===== src/rtl/mldp_pkg.sv =====
// Shared types, constants and the gamma table of the LED digit PWM scanner.
package mldp_pkg;

	localparam int unsigned DotBit = 8;
	localparam logic [5:0] PwmSteps = 6'd50;

	typedef enum logic [2:0] {
		OpTick       = 3'd0,
		OpSetBright  = 3'd1,
		OpSetPattern = 3'd2,
		OpSetDot     = 3'd3,
		OpClear      = 3'd4
	} mldp_op_t;

	// store write command
	typedef struct packed {
		logic        en;
		mldp_op_t    op;
		logic [1:0]  digit;
		logic [5:0]  level;
		logic [31:0] pattern;
		logic        dot;
	} mldp_wr_t;

	// gamma-corrected on-time, levels above full saturate
	function automatic logic [5:0] gamma_on_time(input logic [5:0] lvl);
		logic [5:0] t;
		case (lvl)
			6'd0, 6'd1, 6'd2, 6'd3, 6'd4,
			6'd5, 6'd6, 6'd7, 6'd8, 6'd9:    t = 6'd0;
			6'd10, 6'd11, 6'd12, 6'd13, 6'd14: t = 6'd1;
			6'd15, 6'd16:                  t = 6'd2;
			6'd17, 6'd18:                  t = 6'd3;
			6'd19, 6'd20:                  t = 6'd4;
			6'd21, 6'd22:                  t = 6'd5;
			6'd23:                         t = 6'd6;
			6'd24:                         t = 6'd7;
			6'd25, 6'd26:                  t = 6'd8;
			6'd27:                         t = 6'd9;
			6'd28:                         t = 6'd10;
			6'd29:                         t = 6'd12;
			6'd30:                         t = 6'd13;
			6'd31:                         t = 6'd14;
			6'd32:                         t = 6'd15;
			6'd33:                         t = 6'd17;
			6'd34:                         t = 6'd18;
			6'd35:                         t = 6'd19;
			6'd36:                         t = 6'd21;
			6'd37:                         t = 6'd23;
			6'd38:                         t = 6'd25;
			6'd39:                         t = 6'd26;
			6'd40:                         t = 6'd28;
			6'd41:                         t = 6'd30;
			6'd42:                         t = 6'd32;
			6'd43:                         t = 6'd35;
			6'd44:                         t = 6'd37;
			6'd45:                         t = 6'd39;
			6'd46:                         t = 6'd42;
			6'd47:                         t = 6'd44;
			6'd48:                         t = 6'd47;
			default:                       t = PwmSteps;
		endcase
		return t;
	endfunction

endpackage


===== src/rtl/multiplexed_led_digit_pwm_scanner.sv =====
// Top level of the multiplexed LED digit scanner with per-digit PWM dimming.
//
// Input stream (s_*): one command item per handshake; tuser carries the opcode
// (tick, set brightness, set pattern, set dot, clear pattern), tdata the digit
// index, brightness level, segment pattern and dot flag.
// Output stream (m_*): exactly one item per command, giving the scan state
// after that command: active digit, anode enable and latched segment drive.
// From input handshake to output valid, an item passes the input register,
// then the state update and table lookup into the output register.
// Throughput is one item per cycle while the output is not stalled.
// The input register keeps taking items while a result waits in the output
// register; only when both are full and m_tready is low does s_tready drop.
// Reset clears the scan state and all patterns, and sets every digit to full
// brightness; no output item is pending after reset.
module multiplexed_led_digit_pwm_scanner
	import mldp_pkg::*;
#(
	parameter int DIGITS = 4
) (
	input  logic        clk,
	input  logic        arst_n,
	input  logic        s_tvalid,
	output logic        s_tready,
	input  logic [47:0] s_tdata,  // digit_index, brightness_level, segment_pattern_in, dot_on
	input  logic [2:0]  s_tuser,  // opcode
	output logic        m_tvalid,
	input  logic        m_tready,
	output logic [39:0] m_tdata   // active_digit, anode_enable, segment_drive
);

	localparam int ScanW = (DIGITS > 1) ? $clog2(DIGITS) : 1;

	logic             valid_s1;
	mldp_op_t         op_s1;
	logic [1:0]       digit_s1;
	logic [5:0]       level_s1;
	logic [31:0]      pattern_s1;
	logic             dot_s1;

	logic [5:0]       pwm_q;
	logic [ScanW-1:0] scan_q;
	logic [5:0]       on_time_q;
	logic [31:0]      latched_q;
	logic             anode_q;

	logic             out_valid_q;
	logic [1:0]       out_digit_q;
	logic             out_anode_q;
	logic [31:0]      out_seg_q;

	logic             advance;
	logic             step;
	logic             ok;
	mldp_wr_t         wr;
	logic [ScanW-1:0] scan_inc;
	logic [31:0]      rd_pattern;
	logic [5:0]       rd_level;
	logic [5:0]       cnt_inc;
	logic [5:0]       pwm_n;
	logic [ScanW-1:0] scan_n;
	logic [5:0]       on_time_n;
	logic [31:0]      latched_n;
	logic             anode_n;
	logic [3:0]       scan_wide;

	assign advance  = !out_valid_q || m_tready;
	assign step     = valid_s1 && advance;
	assign s_tready = !valid_s1 || advance;

	always_ff @(posedge clk or negedge arst_n) begin
		if (!arst_n) begin
			valid_s1 <= 1'b0;
		end else if (s_tready) begin
			valid_s1 <= s_tvalid;
		end
	end

	always_ff @(posedge clk) begin
		if (s_tready && s_tvalid) begin
			op_s1      <= mldp_op_t'(s_tuser);
			digit_s1   <= s_tdata[1:0];
			level_s1   <= s_tdata[7:2];
			pattern_s1 <= s_tdata[39:8];
			dot_s1     <= s_tdata[40];
		end
	end

	assign ok = 4'(digit_s1) < 4'(DIGITS);

	always_comb begin
		wr.en      = step && ok && (op_s1 != OpTick);
		wr.op      = op_s1;
		wr.digit   = digit_s1;
		wr.level   = level_s1;
		wr.pattern = pattern_s1;
		wr.dot     = dot_s1;
	end

	assign scan_inc = (scan_q == ScanW'(DIGITS - 1)) ? '0 : scan_q + 1'b1;

	mldp_digit_store #(
		.DIGITS(DIGITS)
	) u_store (
		.clk       (clk),
		.arst_n    (arst_n),
		.wr        (wr),
		.rd_idx    (scan_inc),
		.rd_pattern(rd_pattern),
		.rd_level  (rd_level)
	);

	assign cnt_inc = pwm_q + 6'd1;

	always_comb begin
		pwm_n     = pwm_q;
		scan_n    = scan_q;
		on_time_n = on_time_q;
		latched_n = latched_q;
		anode_n   = anode_q;
		if (op_s1 == OpTick) begin
			pwm_n = cnt_inc;
			if (cnt_inc >= PwmSteps) begin
				scan_n    = scan_inc;
				on_time_n = gamma_on_time(rd_level);
				latched_n = rd_pattern;
				anode_n   = (rd_level != 6'd0);
				pwm_n     = '0;
			end
			if (pwm_n == on_time_n) begin
				anode_n = 1'b0;
			end
		end
	end

	always_ff @(posedge clk or negedge arst_n) begin
		if (!arst_n) begin
			pwm_q     <= '0;
			scan_q    <= '0;
			on_time_q <= '0;
			latched_q <= '0;
			anode_q   <= 1'b0;
		end else if (step) begin
			pwm_q     <= pwm_n;
			scan_q    <= scan_n;
			on_time_q <= on_time_n;
			latched_q <= latched_n;
			anode_q   <= anode_n;
		end
	end

	assign scan_wide = 4'(scan_n);

	always_ff @(posedge clk or negedge arst_n) begin
		if (!arst_n) begin
			out_valid_q <= 1'b0;
		end else if (advance) begin
			out_valid_q <= valid_s1;
		end
	end

	always_ff @(posedge clk) begin
		if (step) begin
			out_digit_q <= scan_wide[1:0];
			out_anode_q <= anode_n;
			out_seg_q   <= latched_n;
		end
	end

	assign m_tvalid = out_valid_q;
	assign m_tdata  = {5'd0, out_seg_q, out_anode_q, out_digit_q};

endmodule


===== src/rtl/mldp_digit_store.sv =====
// Per-digit segment pattern and brightness registers with one scan read port.
module mldp_digit_store
	import mldp_pkg::*;
#(
	parameter int DIGITS = 4,
	localparam int ScanW = (DIGITS > 1) ? $clog2(DIGITS) : 1
) (
	input  logic             clk,
	input  logic             arst_n,
	input  mldp_wr_t         wr,
	input  logic [ScanW-1:0] rd_idx,
	output logic [31:0]      rd_pattern,
	output logic [5:0]       rd_level
);

	logic [31:0]      pattern_q [DIGITS];
	logic [5:0]       level_q   [DIGITS];
	logic [ScanW-1:0] wr_idx;
	logic [5:0]       level_sat;

	assign wr_idx    = ScanW'(wr.digit);
	assign level_sat = (wr.level > PwmSteps) ? PwmSteps : wr.level;

	always_ff @(posedge clk or negedge arst_n) begin
		if (!arst_n) begin
			for (int i = 0; i < DIGITS; i++) begin
				pattern_q[i] <= '0;
				level_q[i]   <= PwmSteps;
			end
		end else if (wr.en) begin
			case (wr.op)
				OpSetBright:  level_q[wr_idx] <= level_sat;
				OpSetPattern: pattern_q[wr_idx] <= wr.pattern;
				OpSetDot:     pattern_q[wr_idx][DotBit] <= wr.dot;
				OpClear:      pattern_q[wr_idx] <= '0;
				default:      ;
			endcase
		end
	end

	assign rd_pattern = pattern_q[rd_idx];
	assign rd_level   = level_q[rd_idx];

endmodule


===== config.mk =====
export PLATFORM = sky130hd
export DESIGN_NAME = multiplexed_led_digit_pwm_scanner
export DESIGN_NICKNAME = d
export VERILOG_FILES = /design/src/rtl/mldp_pkg.sv /design/src/rtl/multiplexed_led_digit_pwm_scanner.sv /design/src/rtl/mldp_digit_store.sv
export SDC_FILE = /design/constraint.sdc
export NUM_CORES = 1
export LEC_CHECK = 0
export BUFFER_PORTS_ARGS = -buffer_cell sky130_fd_sc_hd__buf_2
export CORE_MARGIN = 4
export CORE_UTILIZATION = 56
export CTS_CLUSTER_DIAMETER = 30
export CTS_CLUSTER_SIZE = 14
export DETAILED_ROUTE_END_ITERATION = 12
export PLACE_DENSITY = 0.79
export SYNTH_ARGS = -nofsm -noshare
export SYNTH_HDL_FRONTEND = slang
export SYNTH_HIERARCHICAL = 1
export SYNTH_SLANG_ARGS = --single-unit

===== constraint.sdc =====
create_clock -name clk -period 4 [get_ports clk]
set_input_delay 0.6 -clock clk [delete_from_list [all_inputs] [get_ports clk]]
set_output_delay 0.6 -clock clk [all_outputs]
set_load 0.01 [all_outputs]

After elaboration in Yosys (flattened, before gate mapping). Memories as Yosys holds them, arrays and structs flattened. Cells that the tools add are included.

Register bits: 280. Input port bits: 55. Memory bits (read-only): 384. Output and inout bits: 42. Memories kept: 1. Logic and storage cells: 85.

Memory list: (no name shown) (words 64, bits a word 6, read ports 1, clocked after Yosys merged registers in 0, write ports 0, line mldp_pkg.sv:28) `case (lvl)`.

Bitwise logic cells: 4. Multiplexer cells: 29. Add/sub/neg operators: 2. Reductions and logical operators: 15. Eq/ne operators: 6. Magnitude comparators: 5.

Operators with widths (count): $pmux W128 S3 (1); $bwmux W128 (2); $mux W32 (5); $and A128 B128 Y128 (1); $demux W32 S2 (2); $not A128 Y128 (1); $bmux W32 S2 (1); $mux W6 (8); $bwmux W24 (1); $bmux W6 S2 (1); $demux W6 S2 (1); $mux W9 (1); $add A6 B1 Y6 const B (1); $eq A3 B2 Y1 const B (2); $eq A6 B6 Y1 (1); $ge A3 B3 Y1 const B (2); $ge A6 B6 Y1 const B (1); $gt A6 B6 Y1 const B (1); $mux W2 (3); $not A2 Y3 (2); $reduce_and A2 Y1 (3); $reduce_bool A3 Y1 (2); $reduce_bool A6 Y1 (1); $logic_and A1 B1 Y1 (4); 9 further kinds (13).

Depth between registers and ports, before layout. Gate-level depths: netlist of the first run. An unclocked memory read counts as a cell.

Depth after elaboration: 12. Gate-level depth with buffers: 15. Mapped depth without buffers: 12.

By module. The synthesis of the first run kept the hierarchy.

By module, submodules not included: mldp_digit_store (sequential area each 3818.7 um^2, area each 6433.7 um^2, cells an instance 435, times used 1); multiplexed_led_digit_pwm_scanner (sequential area each 3598.5 um^2, area each 5706.7 um^2, cells an instance 374, times used 1).

Least setup slack after synthesis of the first run. OpenSTA, ideal clock, no wires.

Kind: input -> register. Start: input port m_tready. End: register u_store/level_q[4] (netlist bit). Buffers on the path: 3. Setup slack: 0.181 ns. Required time: 3.915 ns. Setup time: 0.085 ns. Arrival time: 3.734 ns. Stages: 9. Cell sequence: nand2b_1 > and2_1 > clkbuf_1 > clkbuf_1 > nor2b_1 > and4bb_1 > nor2b_1 > buf_2 > mux2_1.

RTL lines: from (decl) (line multiplexed_led_digit_pwm_scanner.sv:27) `input logic m_tready,`; to (signal, indexed assignment) (line mldp_digit_store.sv:28) `level_q[i] <= PwmSteps;`; to (signal, indexed assignment) (line mldp_digit_store.sv:32) `OpSetBright: level_q[wr_idx] <= level_sat;`; to (decl) (line mldp_digit_store.sv:17) `logic [5:0] level_q [DIGITS];`.

Final worst setup path of the first run.
Start: register scan_q[0]. End: register out_anode_q (data pin).

Word-level cells in the longest chain between the ends: 12. Elaborated cells on any way between the ends: 15. Classes of those cells: add/sub (1); eq/ne (2); mux (9); bitwise (1); reduce/logical (1); memory (1).

Ends and longest elaborated chain: from (decl) (line multiplexed_led_digit_pwm_scanner.sv:41) `logic [ScanW-1:0] scan_q;`; from (signal assigned) (line multiplexed_led_digit_pwm_scanner.sv:144) `scan_q <= scan_n;`; $add A2 B1 Y2 / $eq A2 B2 Y1 (equally long branches) (line multiplexed_led_digit_pwm_scanner.sv:99) `assign scan_inc = (scan_q == ScanW'(DIGITS - 1)) ? '0 : scan_q + 1'b1;`; $mux W2 * (line multiplexed_led_digit_pwm_scanner.sv:99); net scan_inc[0] (line multiplexed_led_digit_pwm_scanner.sv:55) `logic [ScanW-1:0] scan_inc;`; $not A2 Y3 (implied by the code) * (line mldp_digit_store.sv:42) `assign rd_level = level_q[rd_idx];`; $bmux W6 S2 * (line mldp_digit_store.sv:42); $mux W6 (implied by the code) * (2 in series) (line mldp_digit_store.sv:42); net rd_level[1] (line multiplexed_led_digit_pwm_scanner.sv:57) `logic [5:0] rd_level;`; $mem_v2 Z64 W6; $mux W6 (line multiplexed_led_digit_pwm_scanner.sv:122) `if (cnt_inc >= PwmSteps) begin`; $mux W6 (line multiplexed_led_digit_pwm_scanner.sv:120) `if (op_s1 == OpTick) begin`; $eq A6 B6 Y1 (line multiplexed_led_digit_pwm_scanner.sv:129) `if (pwm_n == on_time_n) begin`; $mux W1 * (line multiplexed_led_digit_pwm_scanner.sv:129); $mux W1 * (line multiplexed_led_digit_pwm_scanner.sv:120); net anode_n (line multiplexed_led_digit_pwm_scanner.sv:63) `logic anode_n;`; to (signal assigned) (line multiplexed_led_digit_pwm_scanner.sv:164) `out_anode_q <= anode_n;`; to (decl) (line multiplexed_led_digit_pwm_scanner.sv:48) `logic out_anode_q;`.

The timed path passes the listed nets; every way through them passes the cells marked *. The select of a mux whose other input is x is not followed. A chain may end at the register's enable or synchronous reset.

==> results of run 1 <==
[per-layer routing]
| layer | global-route usage, % | share of wire, % | up-vias | wire length (um) |
|---|---|---|---|---|
| met5 | 0 | 0 | - | 0 |
| met4 | 10.0 | 3.2 | 0 | 848 |
| met3 | 4.62 | 5.8 | 65 | 1560 |
| met2 | 36.3 | 49 | 305 | 13000 |
| met1 | 30.5 | 42 | 3868 | 11300 |
| li1 | - | - | 3298 | - |
[critical path, delay by kind of cell (launching register included)]
kind	cells	cell delay, ns
AO/OA/AOI/OAI	5	1.15
multiplexers	1	0.66
AND/OR/NAND/NOR	3	0.54
flip-flops	1	0.45
adder cells (fa/ha/maj)	2	0.43
buffers and inverters	1	0.19
[final timing paths]
kind                                         start                    end  depth (start not counted)
worst min-delay path                        arst_n               valid_s1                          1
min in group clk                       s_tdata[28]         pattern_s1[20]                          1
worst max-delay path                     scan_q[0]            out_anode_q                         12
max in group asynchronous                   arst_n  u_store/pattern_q[78]                          2
worst max register to register           scan_q[0]            out_anode_q                         12
worst min register to register  u_store/level_q[6]     u_store/level_q[6]                          2
[kinds of logic (layout without fill, tap and decap cells)]
family / count (synthesis) / in the layout / synth area share [%]
compound gates: 188 / 188 / 12.4
fa+ha+maj: 11 / 11 / 1.13
simple gates: 130 / 130 / 5.72
flops: 280 / 280 / 61.1
xor+xnor: 9 / 9 / 0.649
buf+inv: 66 / 200 / 2.70
mux: 124 / 124 / 16.3
other cells: 1 / 5 / 0.0309
[cell usage in the layout, fill, tap and decap left out, types with 3 or more instances in the layout]
cell        instances
inv_6               6
nand2b_1           14
o31ai_1             5
clkbuf_1            5
dfrtp_1           189
mux4_2             38
nor3_1              4
buf_4              12
mux2i_1             3
clkbuf_16          53
a21oi_1             7
clkinv_4            4
nor2b_1            11
nand3_1             7
edfxtp_1           79
ha_1               10
xnor2_1             7
buf_2              83
dfstp_2            12
inv_8               3
nor2_1             15
nor2_4              4
a22o_1            126
conb_1              5
a31oi_1             4
inv_1              10
nand2_1            47
mux2_2             33
clkinvlp_4          5
clkinv_2            6
a211oi_1            4
mux2_1              9
o21ai_0            23
mux2_4             41
o211ai_1            5
bufinv_16           6
[power by group through the flow]
stage | logic, mW | registers (mW) | clock network, mW
2_1_floorplan | 1.20 | 3.55 | 0
3_3_place_gp | 1.50 | 3.60 | 0
3_5_place_dp | 1.53 | 3.62 | 0
4_1_cts | 1.55 | 3.59 | 4.42
5_1_grt | 1.70 | 3.64 | 4.57
6_report | 1.55 | 3.60 | 4.35
[layout make-up]
type	count	area, sq um	area share, %
clock buffers	58	1350	9.23
clock inverters	35	429	2.94
inverters	10	37.5	0.258
multi-input cells	467	4460	30.6
flip-flops and latches	280	7420	50.9
well taps	275	344	2.36
repair buffers	97	539	3.70
[sequential cells by signal (all words and copies together) (netlist names), 2 cells and up]
name	cells
u_store/level_q	24
pwm_q	6
on_time_q	6
level_s1	6
scan_q	2
u_store/pattern_q	128
latched_q	32
op_s1	3
out_digit_q	2
pattern_s1	32
out_seg_q	32
digit_s1	2
[what timing repair did]
action,in CTS,in global routing
hold endpoints to repair,0,0
resized for setup,0,2
setup buffers,0,0
endpoints found under the setup margin,0,1
==> results.yml, run 1 <==
routing:
  ant_nets: 0
  first_iter_violations: 655
  firstDrtPassIters: 4
  vias: 7536
  routed_wl_um: 26700
  detail_route.wl_per_cell_um: 21.9
  drcViolationCount: 0
  vias_per_cell: 6.17
synth:
  synth_top_area_share_pct: 39.0
  ys_warn_count: 6
  synth_seq_cells: 280
  yosysSeqAreaShare_pct: 61.1
  synth.area.top_cells: "dfrtp_1, edfxtp_1, a22o_1, mux4_2, mux2_4"
  synth_top_flop_cell: "dfrtp_1"
  synthArstFlopShare_pct: 71.8
  synth.most_common_cell: "dfrtp_1"
  synth_cell_types: 58
  netlist_area_sq_um: 12100
  yosysTopAreaCell: "dfrtp_1"
  synthTopCellsByCount: "dfrtp_1, a22o_1, edfxtp_1, nand2_1, mux2_4"
  netlist_instances: 809
  synth_enable_flop_cells: 79
  syn_area_per_cell_sq_um: 15.0
clocking:
  cts.reportedPaths.clkPinSlew_ns: 0.04
  cts-buffers-inserted: 50
  cts_tree: "done"
  cts_root_buffer: "clkbuf_16"
  h-tree-depth: 2
  hold_buffers: 0
  worst_skew_pair.late_latency_ns: 0.54
  clkSinkCount: 280
  clock_path_buffers: 3
grt:
  grt_pass1_vias: 8068
  grt_usage_pct: 22.7
  grt_antenna_before_repair: 0
  grt_max_degree: 108
  grt-ovfl-total: 0
  grt_pass1_wl_um: 43400
die:
  initial_core_util_pct: 57.4
  row_count: 53
  coreArea_sq_um: 21200
  ios: 97
  fp.dieH_um: 155
  die_area_sq_um: 24100
  die_width_um: 155
placement:
  place_hpwl_um: 15200
  dp_cells: 1129
  place_area_sq_um: 12800
  pre_cts_ws_ns: 0.340
  io_buffer_count: 84
  place_congestion: 0.805
power_and_ir_drop:
  clkPwrFrac_pct: 45.8
  power_frac_comb_pct: 16.3
  pwr-share-seq_pct: 37.9
  power_mw: 9.51
  power.leakage_nw: 6.48
  switching_share_pct: 26.6
  power_density_nw_per_um2: 652
  internal-power_mw: 6.98
  peakVddDrop_mv: 0.475
  p_switching_mw: 2.53
worst_setup_path:
  slowest_stage: "mux4_2"
  cp-start-kind: "register"
  endpoint_kind: "register"
  r2r_setup_slack_ns: 0.30
  cp_max_fo: 9
  critical_path_arrival_ns: 3.95
  cpPeakStageDelay_ns: 0.66
  required_ns: 4.24
  cp_cell_sequence: "ha_2, nor2_4, mux4_2, inv_1, ha_1, nand2b_1, a311oi_1, a21o_1, nand3b_1, a221o_1, o31ai_1, o221ai_1"
  worstSetupPathType: "register to register"
timing:
  holdWs_ns: 0.180
  grt_setup_unrepaired: "false"
  final.setup.tns_ns: 0
  finClkSkew_ns: 0.0141
  drv_slew: 0
  hold_viol: 0
  period_share_pct: 92.6
  worst_slack_ns: 0.296
  finalCriticalPeriod_ns: 3.70
  slew_headroom_pct: 35.6
  fmaxAchievable_ghz: 0.270
  max_slew.worst_pin.slew_ns: 0.964
  setup_viol: 0
worst_hold_path:
  min_path_type: "primary input to async pin"
cells_and_area:
  nFillCells: 1369
  syn_to_final_growth_pct: 20.1
  final_area_sq_um: 14600
  diodes: 0
  fin_cells: 1222
  layout-drive-gt1-share_pct: 34.3
  finalNetCount: 972
  final_core_util_pct: 68.9
outcome:
  status: "finished, final reports clean"
run:
  max-cap-violations: 0
No activity file was read; power rests on OpenSTA's default activity.
==> run 2, diff against run 1 <==
--- a/config.mk
+++ b/config.mk
@@ -6,12 +6,14 @@
 export NUM_CORES = 1
 export LEC_CHECK = 0
 export BUFFER_PORTS_ARGS = -buffer_cell sky130_fd_sc_hd__buf_2
+export CELL_PAD_IN_SITES_DETAIL_PLACEMENT = 1
+export CELL_PAD_IN_SITES_GLOBAL_PLACEMENT = 2
 export CORE_MARGIN = 4
-export CORE_UTILIZATION = 56
+export CORE_UTILIZATION = 43
 export CTS_CLUSTER_DIAMETER = 30
 export CTS_CLUSTER_SIZE = 14
 export DETAILED_ROUTE_END_ITERATION = 12
-export PLACE_DENSITY = 0.79
+export PLACE_DENSITY = 0.83
 export SYNTH_ARGS = -nofsm -noshare
 export SYNTH_HDL_FRONTEND = slang
 export SYNTH_HIERARCHICAL = 1
==> run 2 against run 1 <==
Design area rose by 5.6%; combinational power rose by 6%; sequential cell count did not move; routed wire length rose by 22%; first-iteration DRC count fell by 15%; critical path depth fell by 1; sequential power barely moved; register-to-register slack improved by 0.03 ns; critical endpoint unchanged; largest power group unchanged; highest routed layer unchanged.
==> results.yml, run 2 (synthesized netlist as in run 1, its figures left out) <==
worst_setup_path:
  cp-start-kind: "register"
  required_ns: 4.27
  worstSetupPathType: "register to register"
  critical_path_arrival_ns: 3.94
  crit_top_cell: "o31ai_1"
  cp_cell_sequence: "ha_4, nor2_4, mux4_2, ha_1, o31ai_1, a311oi_1, a21o_1, nand3b_1, a221o_1, o31ai_1, o221ai_1"
  endpoint_kind: "register"
  cp_max_fo: 9
  cpPeakStageDelay_ns: 0.67
  slowest_stage: "mux4_2"
die:
  coreArea_sq_um: 27800
  die_area_sq_um: 31000
  row_count: 61
  ios: 97
  die_width_um: 176
  initial_core_util_pct: 43.7
  fp.dieH_um: 176
cells_and_area:
  finalNetCount: 994
  largest_reg_flops: 128
  fin_cells: 1361
  largest_register: "u_store/pattern_q"
  diodes: 0
  layout-drive-gt1-share_pct: 36.2
  final_common_cell: "dfrtp_1"
  final_cell_mix: "dfrtp_1, a22o_1, buf_2"
  syn_to_final_growth_pct: 26.8
placement:
  place_congestion: 0.772
  dp_cells: 1233
  place_hpwl_um: 17100
  io_buffer_count: 84
run:
  max-cap-violations: 0
routing:
  vias: 7831
  routed_wl_um: 32600
  ant_nets: 0
  detail_route.wl_per_cell_um: 23.9
  drcViolationCount: 0
  first_iter_violations: 557
  vias_per_cell: 5.75
  firstDrtPassIters: 6
clocking:
  worst_skew_pair.late_latency_ns: 0.57
  cts_tree: "done"
  clock_path_buffers: 3
  h-tree-depth: 3
  hold_buffers: 0
  cts-buffers-inserted: 67
  cts_root_buffer: "clkbuf_16"
  cts.reportedPaths.clkPinSlew_ns: 0.05
  clkSinkCount: 280
power_and_ir_drop:
  power.leakage_nw: 6.80
  power_frac_comb_pct: 15.0
  clkPwrFrac_pct: 52.0
  peakVddDrop_mv: 0.365
  power_density_nw_per_um2: 715
  p_switching_mw: 2.94
  internal-power_mw: 8.06
  switching_share_pct: 26.7
  pwr-share-seq_pct: 33.0
timing:
  period_share_pct: 91.8
  finClkSkew_ns: 0.0291
  final.setup.tns_ns: 0
  hold_viol: 0
  finalCriticalPeriod_ns: 3.67
  slew_headroom_pct: 42.9
  grt_setup_unrepaired: "false"
  fmaxAchievable_ghz: 0.272
  max_slew.worst_pin.slew_ns: 0.853
  drv_slew: 0
  setup_viol: 0
grt:
  grt_antenna_before_repair: 0
  grt-ovfl-total: 0
  grt_pass1_wl_um: 51900
  grt_usage_pct: 21.4
  grt_pass1_vias: 9028
  grt_max_degree: 93
worst_hold_path:
  min_path_type: "primary input to async pin"
outcome:
  status: "finished, final reports clean"
## run 2: final timing paths
check                                     from                     to  slack (ns)  cells past startpoint
max in group asynchronous               arst_n    u_store/level_q[13]        2.95                      2
max reg2reg                          scan_q[0]            out_anode_q        0.33                     11
max                                  scan_q[0]            out_anode_q        0.33                     11
min in group clk                   s_tdata[29]         pattern_s1[21]        0.21                      1
min reg2reg                u_store/level_q[20]    u_store/level_q[20]        0.50                      2
min                                     arst_n  u_store/pattern_q[69]        0.05                      1
## run 2: metal layers
layer | GRT usage, % | vias to the layer above | share of wire [%]
li1 | - | 3358 | -
met1 | 26.8 | 4152 | 42
met2 | 36.5 | 247 | 51
met3 | 4.48 | 74 | 4.7
met4 | 8.32 | 0 | 3.1
met5 | 0 | - | 0
## run 2: layout make-up
class	instances	area, sq um
Clock inverter	45	644
Sequential cell	280	7420
Timing Repair Buffer	102	577
Fill cell	2689	12400
Multi-Input combinational cell	467	4480
Inverter	10	37.5
Clock buffer	79	1760
Tap cell	378	473
## run 2: critical path: cells and delay by family (launching register included)
family	cells	cell delay, ns
flip-flops	1	0.46
multiplexers	1	0.67
adder cells (fa/ha/maj)	2	0.48
AO/OA/AOI/OAI	6	1.36
AND/OR/NAND/NOR	2	0.39
## run 2: timing repair
action	CTS	global route
setup buffers	0	4
endpoints found under the setup margin	0	2
endpoints found under the hold margin	0	0
gates resized for setup	0	1
## run 2: metrics by stage
step	power [mW]	hold slack [ns]	utilization [%]	worst slack (ns)	cell area (sq um)
after floorplan	4.75	0.304	-	0.181	12200
after global placement	5.17	0.456	46.6	0.285	12900
after detailed placement	5.24	0.483	46.6	0.233	12900
after CTS	11.1	0.0543	55.3	0.176	15400
after global routing	11.5	0.0781	55.4	0.0441	15400
final	11.0	0.0467	55.4	0.328	15400
## run 2: power by group through the flow
| stage | sequential (mW) | combinational [mW] | clock (mW) |
|---|---|---|---|
| 3_3_place_gp | 3.61 | 1.56 | 0 |
| 4_1_cts | 3.63 | 1.64 | 5.81 |
| 5_1_grt | 3.67 | 1.81 | 5.99 |
| 3_5_place_dp | 3.63 | 1.60 | 0 |
| 2_1_floorplan | 3.55 | 1.20 | 0 |
| 6_report | 3.63 | 1.65 | 5.72 |
